## src/hw/rtl/gdc_pkg.sv

```systemverilog
// ----------------------------------------------------------------------------
// gdc_pkg: shared definitions for the gregorian date counter
// Command codes, field widths, calendar constants and the leap-year and
// month-length helpers.
// ----------------------------------------------------------------------------
package gdc_pkg;

	// field widths
	localparam int unsigned CMD_W   = 2;
	localparam int unsigned MONTH_W = 4;
	localparam int unsigned DAY_W   = 5;
	localparam int unsigned YEAR_W  = 16;

	// packed stream widths, rounded up to whole bytes
	localparam int unsigned IN_W     = MONTH_W + DAY_W + YEAR_W;
	localparam int unsigned IN_BYTES = (IN_W + 7) / 8;
	localparam int unsigned OUT_W    = MONTH_W + DAY_W + YEAR_W + 1 + DAY_W;
	localparam int unsigned OUT_BYTES = (OUT_W + 7) / 8;

	typedef logic [CMD_W-1:0]   cmd_t;
	typedef logic [MONTH_W-1:0] month_t;
	typedef logic [DAY_W-1:0]   day_t;
	typedef logic [YEAR_W-1:0]  year_t;

	// command codes
	localparam cmd_t CMD_LOAD = 2'd0;
	localparam cmd_t CMD_NEXT = 2'd1;
	localparam cmd_t CMD_PREV = 2'd2;

	// calendar constants
	localparam year_t  BASE_YEAR = 16'd1900;
	localparam month_t JANUARY   = 4'd1;
	localparam month_t FEBRUARY  = 4'd2;
	localparam month_t DECEMBER  = 4'd12;
	localparam day_t   FIRST_DAY = 5'd1;

	// divisibility by 25: multiply by the inverse of 25 modulo 2^16,
	// the product is small exactly for multiples of 25
	localparam year_t INV25     = 16'd23593;
	localparam year_t DIV25_MAX = 16'd2621;

	// divisible by 4 and not by 100, or divisible by 400
	function automatic logic is_leap(input year_t year);
		year_t prod;
		logic  div25;
		prod  = year * INV25;
		div25 = (prod <= DIV25_MAX);
		return (year[1:0] == 2'd0) && (!div25 || (year[3:0] == 4'd0));
	endfunction

	// days in a month, month assumed in 1..12
	function automatic day_t month_len(input month_t month, input logic leap);
		day_t len;
		if (month inside {4'd4, 4'd6, 4'd9, 4'd11}) begin
			len = 5'd30;
		end else if (month == FEBRUARY) begin
			len = leap ? 5'd29 : 5'd28;
		end else begin
			len = 5'd31;
		end
		return len;
	endfunction

endpackage

```

## src/hw/rtl/gregorian_date_counter.sv

```systemverilog
// ----------------------------------------------------------------------------
// gregorian_date_counter: calendar date register with load and day stepping
// A request accepted at one clock edge shows its result on m_t* from the next
// cycle on. One request per cycle while the sink takes each report; the output
// register refills in the cycle it is taken, so s_tready stays high under
// a full-rate sink. Reset puts the date at January 1 of 1900, non-leap,
// and empties the output register.
// ----------------------------------------------------------------------------
module gregorian_date_counter (
	input  logic        clk,
	input  logic        arst_n,
	input  logic        s_tvalid,
	output logic        s_tready,
	// month_in[3:0], day_in[8:4], year_in[24:9], zero fill
	input  logic [gdc_pkg::IN_BYTES*8-1:0]  s_tdata,
	// cmd[1:0]
	input  logic [gdc_pkg::CMD_W-1:0]       s_tuser,
	output logic        m_tvalid,
	input  logic        m_tready,
	// month_out[3:0], day_out[8:4], year_out[24:9], leap_year[25],
	// month_length[30:26], zero fill
	output logic [gdc_pkg::OUT_BYTES*8-1:0] m_tdata
);

	// current date and leap flag of the current year
	gdc_pkg::month_t month_q;
	gdc_pkg::day_t   day_q;
	gdc_pkg::year_t  year_q;
	logic            leap_q;

	// output register
	logic                           out_valid_q;
	logic [gdc_pkg::OUT_W-1:0]      out_data_q;

	// request fields
	gdc_pkg::cmd_t   cmd;
	gdc_pkg::month_t month_in;
	gdc_pkg::day_t   day_in;
	gdc_pkg::year_t  year_in;

	// next state
	gdc_pkg::month_t month_nx;
	gdc_pkg::day_t   day_nx;
	gdc_pkg::year_t  year_nx;
	logic            leap_nx;
	gdc_pkg::day_t   len_nx;
	gdc_pkg::day_t   len_cur;
	logic            accept;

	assign cmd      = s_tuser;
	assign month_in = s_tdata[3:0];
	assign day_in   = s_tdata[8:4];
	assign year_in  = s_tdata[24:9];

	assign s_tready = !out_valid_q || m_tready;
	assign accept   = s_tvalid && s_tready;

	assign len_cur = gdc_pkg::month_len(month_q, leap_q);

	// month and year of the new date
	always_comb begin
		month_nx = month_q;
		year_nx  = year_q;
		case (cmd)
			gdc_pkg::CMD_LOAD: begin
				year_nx  = (year_in != '0) ? year_in : gdc_pkg::BASE_YEAR;
				month_nx = (month_in inside {[4'd1:4'd12]}) ? month_in
				                                             : gdc_pkg::JANUARY;
			end
			gdc_pkg::CMD_NEXT: begin
				if (day_q >= len_cur) begin
					if (month_q >= gdc_pkg::DECEMBER) begin
						month_nx = gdc_pkg::JANUARY;
						year_nx  = year_q + 16'd1;
					end else begin
						month_nx = month_q + 4'd1;
					end
				end
			end
			gdc_pkg::CMD_PREV: begin
				if (day_q <= gdc_pkg::FIRST_DAY) begin
					if (month_q <= gdc_pkg::JANUARY) begin
						month_nx = gdc_pkg::DECEMBER;
						year_nx  = year_q - 16'd1;
					end else begin
						month_nx = month_q - 4'd1;
					end
				end
			end
			default: begin
				month_nx = month_q;
				year_nx  = year_q;
			end
		endcase
	end

	// leap flag and month length of the new date
	assign leap_nx = gdc_pkg::is_leap(year_nx);
	assign len_nx  = gdc_pkg::month_len(month_nx, leap_nx);

	// day of the new date
	always_comb begin
		day_nx = day_q;
		case (cmd)
			gdc_pkg::CMD_LOAD: begin
				day_nx = ((day_in >= gdc_pkg::FIRST_DAY) && (day_in <= len_nx))
				         ? day_in : gdc_pkg::FIRST_DAY;
			end
			gdc_pkg::CMD_NEXT: begin
				day_nx = (day_q >= len_cur) ? gdc_pkg::FIRST_DAY : day_q + 5'd1;
			end
			gdc_pkg::CMD_PREV: begin
				day_nx = (day_q <= gdc_pkg::FIRST_DAY) ? len_nx : day_q - 5'd1;
			end
			default: begin
				day_nx = day_q;
			end
		endcase
	end

	// date state
	always_ff @(posedge clk or negedge arst_n) begin
		if (!arst_n) begin
			month_q <= gdc_pkg::JANUARY;
			day_q   <= gdc_pkg::FIRST_DAY;
			year_q  <= gdc_pkg::BASE_YEAR;
			leap_q  <= 1'b0;
		end else if (accept) begin
			month_q <= month_nx;
			day_q   <= day_nx;
			year_q  <= year_nx;
			leap_q  <= leap_nx;
		end
	end

	// output valid
	always_ff @(posedge clk or negedge arst_n) begin
		if (!arst_n) begin
			out_valid_q <= 1'b0;
		end else if (accept) begin
			out_valid_q <= 1'b1;
		end else if (m_tready) begin
			out_valid_q <= 1'b0;
		end
	end

	// output payload
	always_ff @(posedge clk) begin
		if (accept) begin
			out_data_q <= {len_nx, leap_nx, year_nx, day_nx, month_nx};
		end
	end

	assign m_tvalid = out_valid_q;
	assign m_tdata  = {{(gdc_pkg::OUT_BYTES*8 - gdc_pkg::OUT_W){1'b0}}, out_data_q};

endmodule

```

## config.mk

```make
export PLATFORM = sky130hd
export DESIGN_NAME = gregorian_date_counter
export DESIGN_NICKNAME = d
export VERILOG_FILES = /design/src/hw/rtl/gdc_pkg.sv /design/src/hw/rtl/gregorian_date_counter.sv
export SDC_FILE = /design/constraint.sdc
export NUM_CORES = 1
export LEC_CHECK = 0
export BUFFER_PORTS_ARGS = -buffer_cell sky130_fd_sc_hd__buf_2
export CORE_MARGIN = 4
export CORE_UTILIZATION = 55
export DETAILED_ROUTE_END_ITERATION = 10
export PLACE_DENSITY = 0.76
export SYNTH_ARGS = -nofsm -noshare
export SYNTH_HDL_FRONTEND = slang
export SYNTH_SLANG_ARGS = --single-unit
export TNS_END_PERCENT = 50
```

## constraint.sdc

```tcl
create_clock -name clk -period 9.9 [get_ports clk]
set_clock_uncertainty 0.1 [all_clocks]
set_input_delay 1.98 -clock clk [delete_from_list [all_inputs] [get_ports clk]]
set_output_delay 1.98 -clock clk [all_outputs]
set_load 0.005 [all_outputs]
```

**After elaboration in Yosys (flattened, before gate mapping)**

Cells that the tools add are included.

- Flip-flop bits (word level): 58
- Input bits: 38
- Output and inout port bits: 34
- Word-level logic and storage cells: 73

- Add/subtract/negate cells: 6
- $mul: 1
- Order comparisons: 9
- Equality and inequality tests: 12
- Multiplexer cells: 24
- Reduce and logical (&&, ||, !) cells: 15

Operators with widths:

| cell | number |
|---|---|
| two-way mux 16 bit | 5 |
| one-hot mux 16 bit (3 select lines) | 1 |
| two-way mux 4 bit | 5 |
| two-way mux 5 bit | 4 |
| adder 16 x 1 -> 16 bit, second input constant | 1 |
| equality test 4 x 3 -> 1 bit, second input constant | 4 |
| equality test 4 bit, second input constant | 4 |
| <= comparator 16 x 12 -> 1 bit, second input constant | 1 |
| multiplier 16 x 15 -> 16 bit, second input constant | 1 |
| nonzero test 16 bit | 1 |
| subtractor 16 x 1 -> 16 bit, second input constant | 1 |
| one-hot mux 5 bit (3 select lines) | 1 |
| one-hot mux 4 bit (3 select lines) | 1 |
| equality test 4 x 2 -> 1 bit, second input constant | 2 |
| nonzero test 4 bit | 2 |
| two-way mux 2 bit | 3 |
| adder 5 x 1 -> 5 bit, second input constant | 1 |
| greater-or-equal comparator 5 x 1 -> 1 bit, second input constant | 1 |
| greater-or-equal comparator 5 bit | 1 |
| <= comparator 5 x 1 -> 1 bit, second input constant | 1 |
| <= comparator 5 bit | 1 |
| subtractor 5 x 1 -> 5 bit, second input constant | 1 |
| adder 4 x 1 -> 4 bit, second input constant | 1 |
| greater-or-equal comparator 4 x 1 -> 1 bit, second input constant | 1 |
| 13 further kinds | 22 |

**Depth between registers and ports, before layout**

- Word-level depth: 18
- Mapped depth: 34
- Gate-level depth less buffers: 34

**Least setup slack after synthesis**

OpenSTA, ideal clock, no wires.

- Path kind: input to register
- Start: in s_tuser[1] (netlist name)
- End: reg out_data_q[8] (netlist name) (data pin)
- Setup time: 0.260 ns
- Arrival: 8.057 ns
- Data required time: 9.540 ns
- Slack: 1.484 ns
- Cell stages on the path: 24
- Buffers on the path: 4
- Cell sequence: clkbuf_1 -> clkbuf_1 -> clkbuf_1 -> clkbuf_1 -> a31oi_1 -> ha_1 -> inv_1 -> fa_1 -> inv_1 -> ha_1 -> ha_1 -> fa_1 -> ha_1 -> ha_1 -> nand3_1 -> o211ai_1 -> or4b_2 -> nand3_1 -> a22oi_1 -> nor3_1 -> a41o_1 -> a211oi_2 -> a211o_1 -> mux2_2

- Longest elaborated chain between the ends: 14
- Elaborated cells between the ends (all ways): 25
- Those cells by class: 1 x mul; 2 x order compare; 7 x eq/ne; 7 x mux; 8 x reduce/logical

RTL lines:

| what | RTL line | source |
|---|---|---|
| from (decl) | gregorian_date_counter.sv:17 | `input logic [gdc_pkg::CMD_W-1:0] s_tuser,` |
| equality test 2 bit, or another cell as far along | gregorian_date_counter.sv:64 | `case (cmd)` |
| one-hot mux 16 bit (3 select lines) (*) | gregorian_date_counter.sv:64 |  |
| via year_nx[6] | gregorian_date_counter.sv:44 | `gdc_pkg::year_t year_nx;` |
| multiplier 16 x 15 -> 16 bit (*) | gdc_pkg.sv:46 | `prod = year * INV25;` |
| <= comparator 16 x 12 -> 1 bit (*) | gdc_pkg.sv:47 | `div25 = (prod <= DIV25_MAX);` |
| zero test 1 bit (*) | gdc_pkg.sv:48 | `return (year[1:0] == 2'd0) && (!div25 \|\| (year[3:0] == 4'd0));` |
| logical OR 1 bit (*) | gdc_pkg.sv:48 |  |
| logical AND 1 bit (*) | gdc_pkg.sv:48 |  |
| two-way mux 1 bit (*) | gdc_pkg.sv:57 | `len = leap ? 5'd29 : 5'd28;` |
| two-way mux 2 bit (*) | gdc_pkg.sv:56 | `end else if (month == FEBRUARY) begin` |
| two-way mux 2 bit (*) | gdc_pkg.sv:54 | `if (month inside {4'd4, 4'd6, 4'd9, 4'd11}) begin` |
| <= comparator 5 bit (*) | gregorian_date_counter.sv:106 | `day_nx = ((day_in >= gdc_pkg::FIRST_DAY) && (day_in <= len_nx))` |
| logical AND 1 bit (*) | gregorian_date_counter.sv:106 |  |
| two-way mux 5 bit (*) | gregorian_date_counter.sv:107 | `? day_in : gdc_pkg::FIRST_DAY;` |
| one-hot mux 5 bit (3 select lines) (*) | gregorian_date_counter.sv:104 | `case (cmd)` |
| via day_nx[4] | gregorian_date_counter.sv:43 | `gdc_pkg::day_t day_nx;` |
| to (signal assigned) | gregorian_date_counter.sv:150 | `out_data_q <= {len_nx, leap_nx, year_nx, day_nx, month_nx};` |
| to (decl) | gregorian_date_counter.sv:33 | `logic [gdc_pkg::OUT_W-1:0] out_data_q;` |

Mark *: on every way through the listed nets, which the timed path passes. The rest lies on a longest branch.
A chain may end at the register's enable or synchronous reset.

**Worst setup path in the final report**

- Start: in s_tdata[20] (netlist name)
- End: reg out_data_q[8] (netlist name) (data pin)

- Longest elaborated chain between the ends: 15
- Elaborated cells between the ends (all ways): 17
- Those cells by class: 1 x mul; 2 x order compare; 7 x mux; 7 x reduce/logical

RTL lines:

| what | RTL line | source |
|---|---|---|
| from (decl) | gregorian_date_counter.sv:15 | `input logic [gdc_pkg::IN_BYTES*8-1:0] s_tdata,` |
| nonzero test 16 bit | gregorian_date_counter.sv:66 | `year_nx = (year_in != '0) ? year_in : gdc_pkg::BASE_YEAR;` |
| two-way mux 16 bit | gregorian_date_counter.sv:66 |  |
| one-hot mux 16 bit (3 select lines) | gregorian_date_counter.sv:64 |  |
| via year_nx[6] | gregorian_date_counter.sv:44 |  |
| multiplier 16 x 15 -> 16 bit | gdc_pkg.sv:46 |  |
| <= comparator 16 x 12 -> 1 bit | gdc_pkg.sv:47 |  |
| zero test 1 bit | gdc_pkg.sv:48 |  |
| logical OR 1 bit | gdc_pkg.sv:48 |  |
| logical AND 1 bit | gdc_pkg.sv:48 |  |
| two-way mux 1 bit | gdc_pkg.sv:57 |  |
| two-way mux 2 bit | gdc_pkg.sv:56 |  |
| two-way mux 2 bit | gdc_pkg.sv:54 |  |
| <= comparator 5 bit | gregorian_date_counter.sv:106 |  |
| logical AND 1 bit | gregorian_date_counter.sv:106 |  |
| two-way mux 5 bit | gregorian_date_counter.sv:107 |  |
| one-hot mux 5 bit (3 select lines) | gregorian_date_counter.sv:104 |  |
| via day_nx[4] | gregorian_date_counter.sv:43 |  |

The timed path passes the listed nets, and every way through them passes these cells.

==> results by group <==
Worst hold path
  – Worst hold endpoint: year_q[9]
  – Hold path startpoint: year_q[9]
  – Worst hold path class: reg2reg
  – Worst Hold Depth: 2

Logic synthesis
  – Distinct cell type count after synthesis: 73
  – Post-synth EDFFs: 28
  – Asr flop ratio synth: 49.09%
  – Area leader, netlist: ha_1
  – Post-synth top area share: 16.59%
  – Sequential area share after synthesis: 27.01%
  – Flop and latch count out of synthesis: 55
  – Synth top area cells: ha_1, edfxtp_1, dfrtp_1
  – Post-synth top flop: edfxtp_1
  – Post-Syn Area: 5657 sq um
  – Cells after Synth: 639
  – Avg Cell Area, Syn: 8.852 sq um
  – Ys Warns: 0

Clock tree
  – H-Tree Depth: 2
  – CTS Buf Count: 5
  – TritonCTS clock tree: yes
  – CTS sink cnt: 55
  – Postcts setup bufs: 0
  – Post-CTS resize count: 0
  – Clock Pin Slew Worst Setup and Hold Paths: 0.11 ns
  – Hold buffer count at CTS: 0
  – Root Buffer: clkbuf_8
  – Clock Latency Late Sink: 0.33 ns
  – Clock Path Buffers: 2

Timing
  – Unrepaired setup endpoints after global routing: no
  – Final Cycle Share: 89.47%
  – Worst Tran Pin Value: 0.8848 ns
  – Final setup fails: 0
  – Max Fclk: 0.1129 GHz
  – Max Slew Vio Count: 0
  – Setup_tns: 0 ns
  – Minimum clock period after layout: 8.858 ns
  – Final hold violations: 0
  – Slew HR: 40.56%

Pwr
  – Lkg Pwr: 2.776 nW
  – Pwr/cell area: 271.7 nW/um^2
  – Sequential Power Share: 21.1%
  – Internal power: 0.8756 mW
  – Clock power frac: 8.2%
  – Logic gate share of total power: 70.8%
  – Sw Pwr: 0.8020 mW
  – Switch share: 47.81%
  – Maximum vdd drop: 0.3450 mV

Critical path
  – R2r startpoint: month_q[0]
  – WP data required: 9.90 ns
  – Worst setup SP type: input pin
  – R2R setup slack: 1.40 ns
  – CP Capture Type: flip-flop
  – Critical path class: in2reg
  – Worst-path maximum fanout: 7
  – Most common cell on crit path: ha_1
  – FF-to-FF path depth: 30
  – Arr. time, crit path: 8.85 ns
  – Critical R2R Capture: out_data_q[8]
  – Critical-path top delay cell: or4b_2
  – Slowest stage delay, CP: 0.64 ns

Global route
  – All-Layer GR Usage: 24.62%
  – Vias in the first global route: 4915
  – Pin count of the biggest net entering global routing: 34
  – Initial antenna violation count: 0
  – First-pass GRT wire length: 23.28 mm
  – GR Overflow Total: 0

Die
  – Die X: 109.4 um
  – Die outline height: 109.4 um
  – Ports: 72
  – Initial Util: 57.08%
  – Die ar.: 11970 sq um
  – Floorplan row count: 36
  – Core Region: 9910 sq um

Final layout
  – Layout cell share with drive strength beyond 1: 16.40%
  – NumNets Final: 819
  – Utilization after layout: 62.31%
  – Area Overhead vs Synth: 9.157%
  – Antenna diode count: 0

Route
  – Antenna-violating nets left: 0
  – Routed len/inst: 17.25 um
  – DRC Markers: 0
  – Total number of vias: 4964
  – Drt total wl: 14.18 mm
  – Starting DRT DRC Count: 244
  – Via/cell ratio: 6.039
  – Detailed-router iteration count before antenna repair: 5

Place
  – IO buf count: 60
  – DP HPWL: 11.24 mm
  – GPL Wtd Cong: 1.012

Flow run
  – Max_cap viols: 0

Run status
  – Status: finished clean
## worst max path at each step
| stage | start | endpoint | slack (ns) | cells after the start |
|---|---|---|---|---|
| final | s_tdata[20] | out_data_q[8] | 1.04 | 28 |
| after floorplan | s_tuser[1] | out_data_q[8] | 1.48 | 24 |
| after global placement | s_tdata[20] | out_data_q[8] | 0.82 | 28 |
| after detailed placement | s_tdata[20] | out_data_q[8] | 0.79 | 28 |
| after CTS | s_tdata[20] | out_data_q[8] | 1.13 | 28 |
| after global routing | s_tdata[20] | out_data_q[8] | 0.60 | 28 |
## layer usage
metal / global-route usage [%] / share of wire, %
met5: 0 / 0
met4: 8.905 / 2.7
met3: 3.817 / 7.3
met2: 43.07 / 49
met1: 30.67 / 41
## power groups by stage
stage	Clock, mW	Sequential [mW]	Combinational [mW]
floorplan	0	0.325	0.937
global placement	0	0.354	1.14
detailed placement	0	0.356	1.19
CTS	0.138	0.352	1.20
global route	0.148	0.362	1.32
finish	0.137	0.353	1.19
## cells in the mapped netlist (3+ instances only)
cell type   n
ha_1       75
inv_1      75
nand2_1    51
o21ai_0    44
nor2_1     34
edfxtp_1   28
a21oi_1    27
nand3_1    25
clkbuf_1   24
xnor2_1    24
nor3_1     22
dfrtp_1    18
fa_1       18
nand2b_1   10
and3_1      9
dfstp_2     9
mux2_2      8
nor4_1      8
xor2_1      8
nand4_1     7
o211ai_1    7
nor2b_1     6
a221o_1     5
a31oi_1     5
and2_1      5
nand3b_1    5
buf_4       4
o221ai_1    4
a211oi_1    3
a21boi_0    3
a22oi_1     3
o22ai_1     3
o311ai_0    3
or3_1       3
## metrics by stage
stage               setup WS, ns  power [mW]  hold slack [ns]  instances  instance area [sq um]
floorplan                  1.484       1.262           0.3752        641                   5664
global placement          0.8241       1.492           0.3969        814                   6080
detailed placement        0.7895       1.548           0.4049        814                   6080
CTS                        1.133       1.690           0.4204        822                   6175
global route              0.6008       1.833           0.4563        822                   6175
finish                     1.043       1.678           0.4194        822                   6175
## cell families (layout without fill, tap and decap cells)
logic type	Yosys count	in the layout	share of synthesized area, %
DFF	55	55	27.01
adders and majority gates	93	93	22.96
xor gates and xnor gates	34	34	5.530
muxes	10	10	1.947
and+or+nand+nor	199	199	18.29
buffers and inverters	108	156	7.609
other	2	4	0.1328
AOI/OAI and AO/OA	138	138	16.52
## area by class of cell
class | instances | area (sq um)
clock buffer | 5 | 68.82
clock inverter | 3 | 26.28
fill | 866 | 3735
inverter | 75 | 281.5
multi-input combinational | 478 | 3706
sequential | 55 | 1528
tap | 133 | 166.4
timing repair buffer | 73 | 397.9
## sequential cells by signal, summed over array words and instances (netlist names)
register and count:
out_data_q 28, year_q 16, day_q 5, month_q 4, leap_q 1, m_tvalid 1
## layout by cell type (no fill, tap or decap), types with 4 or more instances in the layout
cell type	netlist	layout
inv_1	75	75
ha_1	75	75
buf_2	2	60
nand2_1	51	51
o21ai_0	44	44
nor2_1	34	34
edfxtp_1	28	28
a21oi_1	27	27
nand3_1	25	25
xnor2_1	24	24
nor3_1	22	22
fa_1	18	18
dfrtp_1	18	18
buf_4	4	13
nand2b_1	10	10
and3_1	9	9
dfstp_2	9	9
nor4_1	8	8
xor2_1	8	8
mux2_2	8	8
nand4_1	7	7
o211ai_1	7	7
nor2b_1	6	6
and2_1	5	5
a221o_1	5	5
a31oi_1	5	5
nand3b_1	5	5
clkbuf_8	0	5
o221ai_1	4	4
conb_1	2	4
## critical path, delay by kind of cell
family,cells,cell delay (ns)
and+or+nand+nor,8,2.29
adders and majority gates,7,2.43
buffers and inverters,4,0.47
AOI/OAI and AO/OA,8,1.41
muxes,1,0.26
No activity file was read; power rests on OpenSTA's default activity.
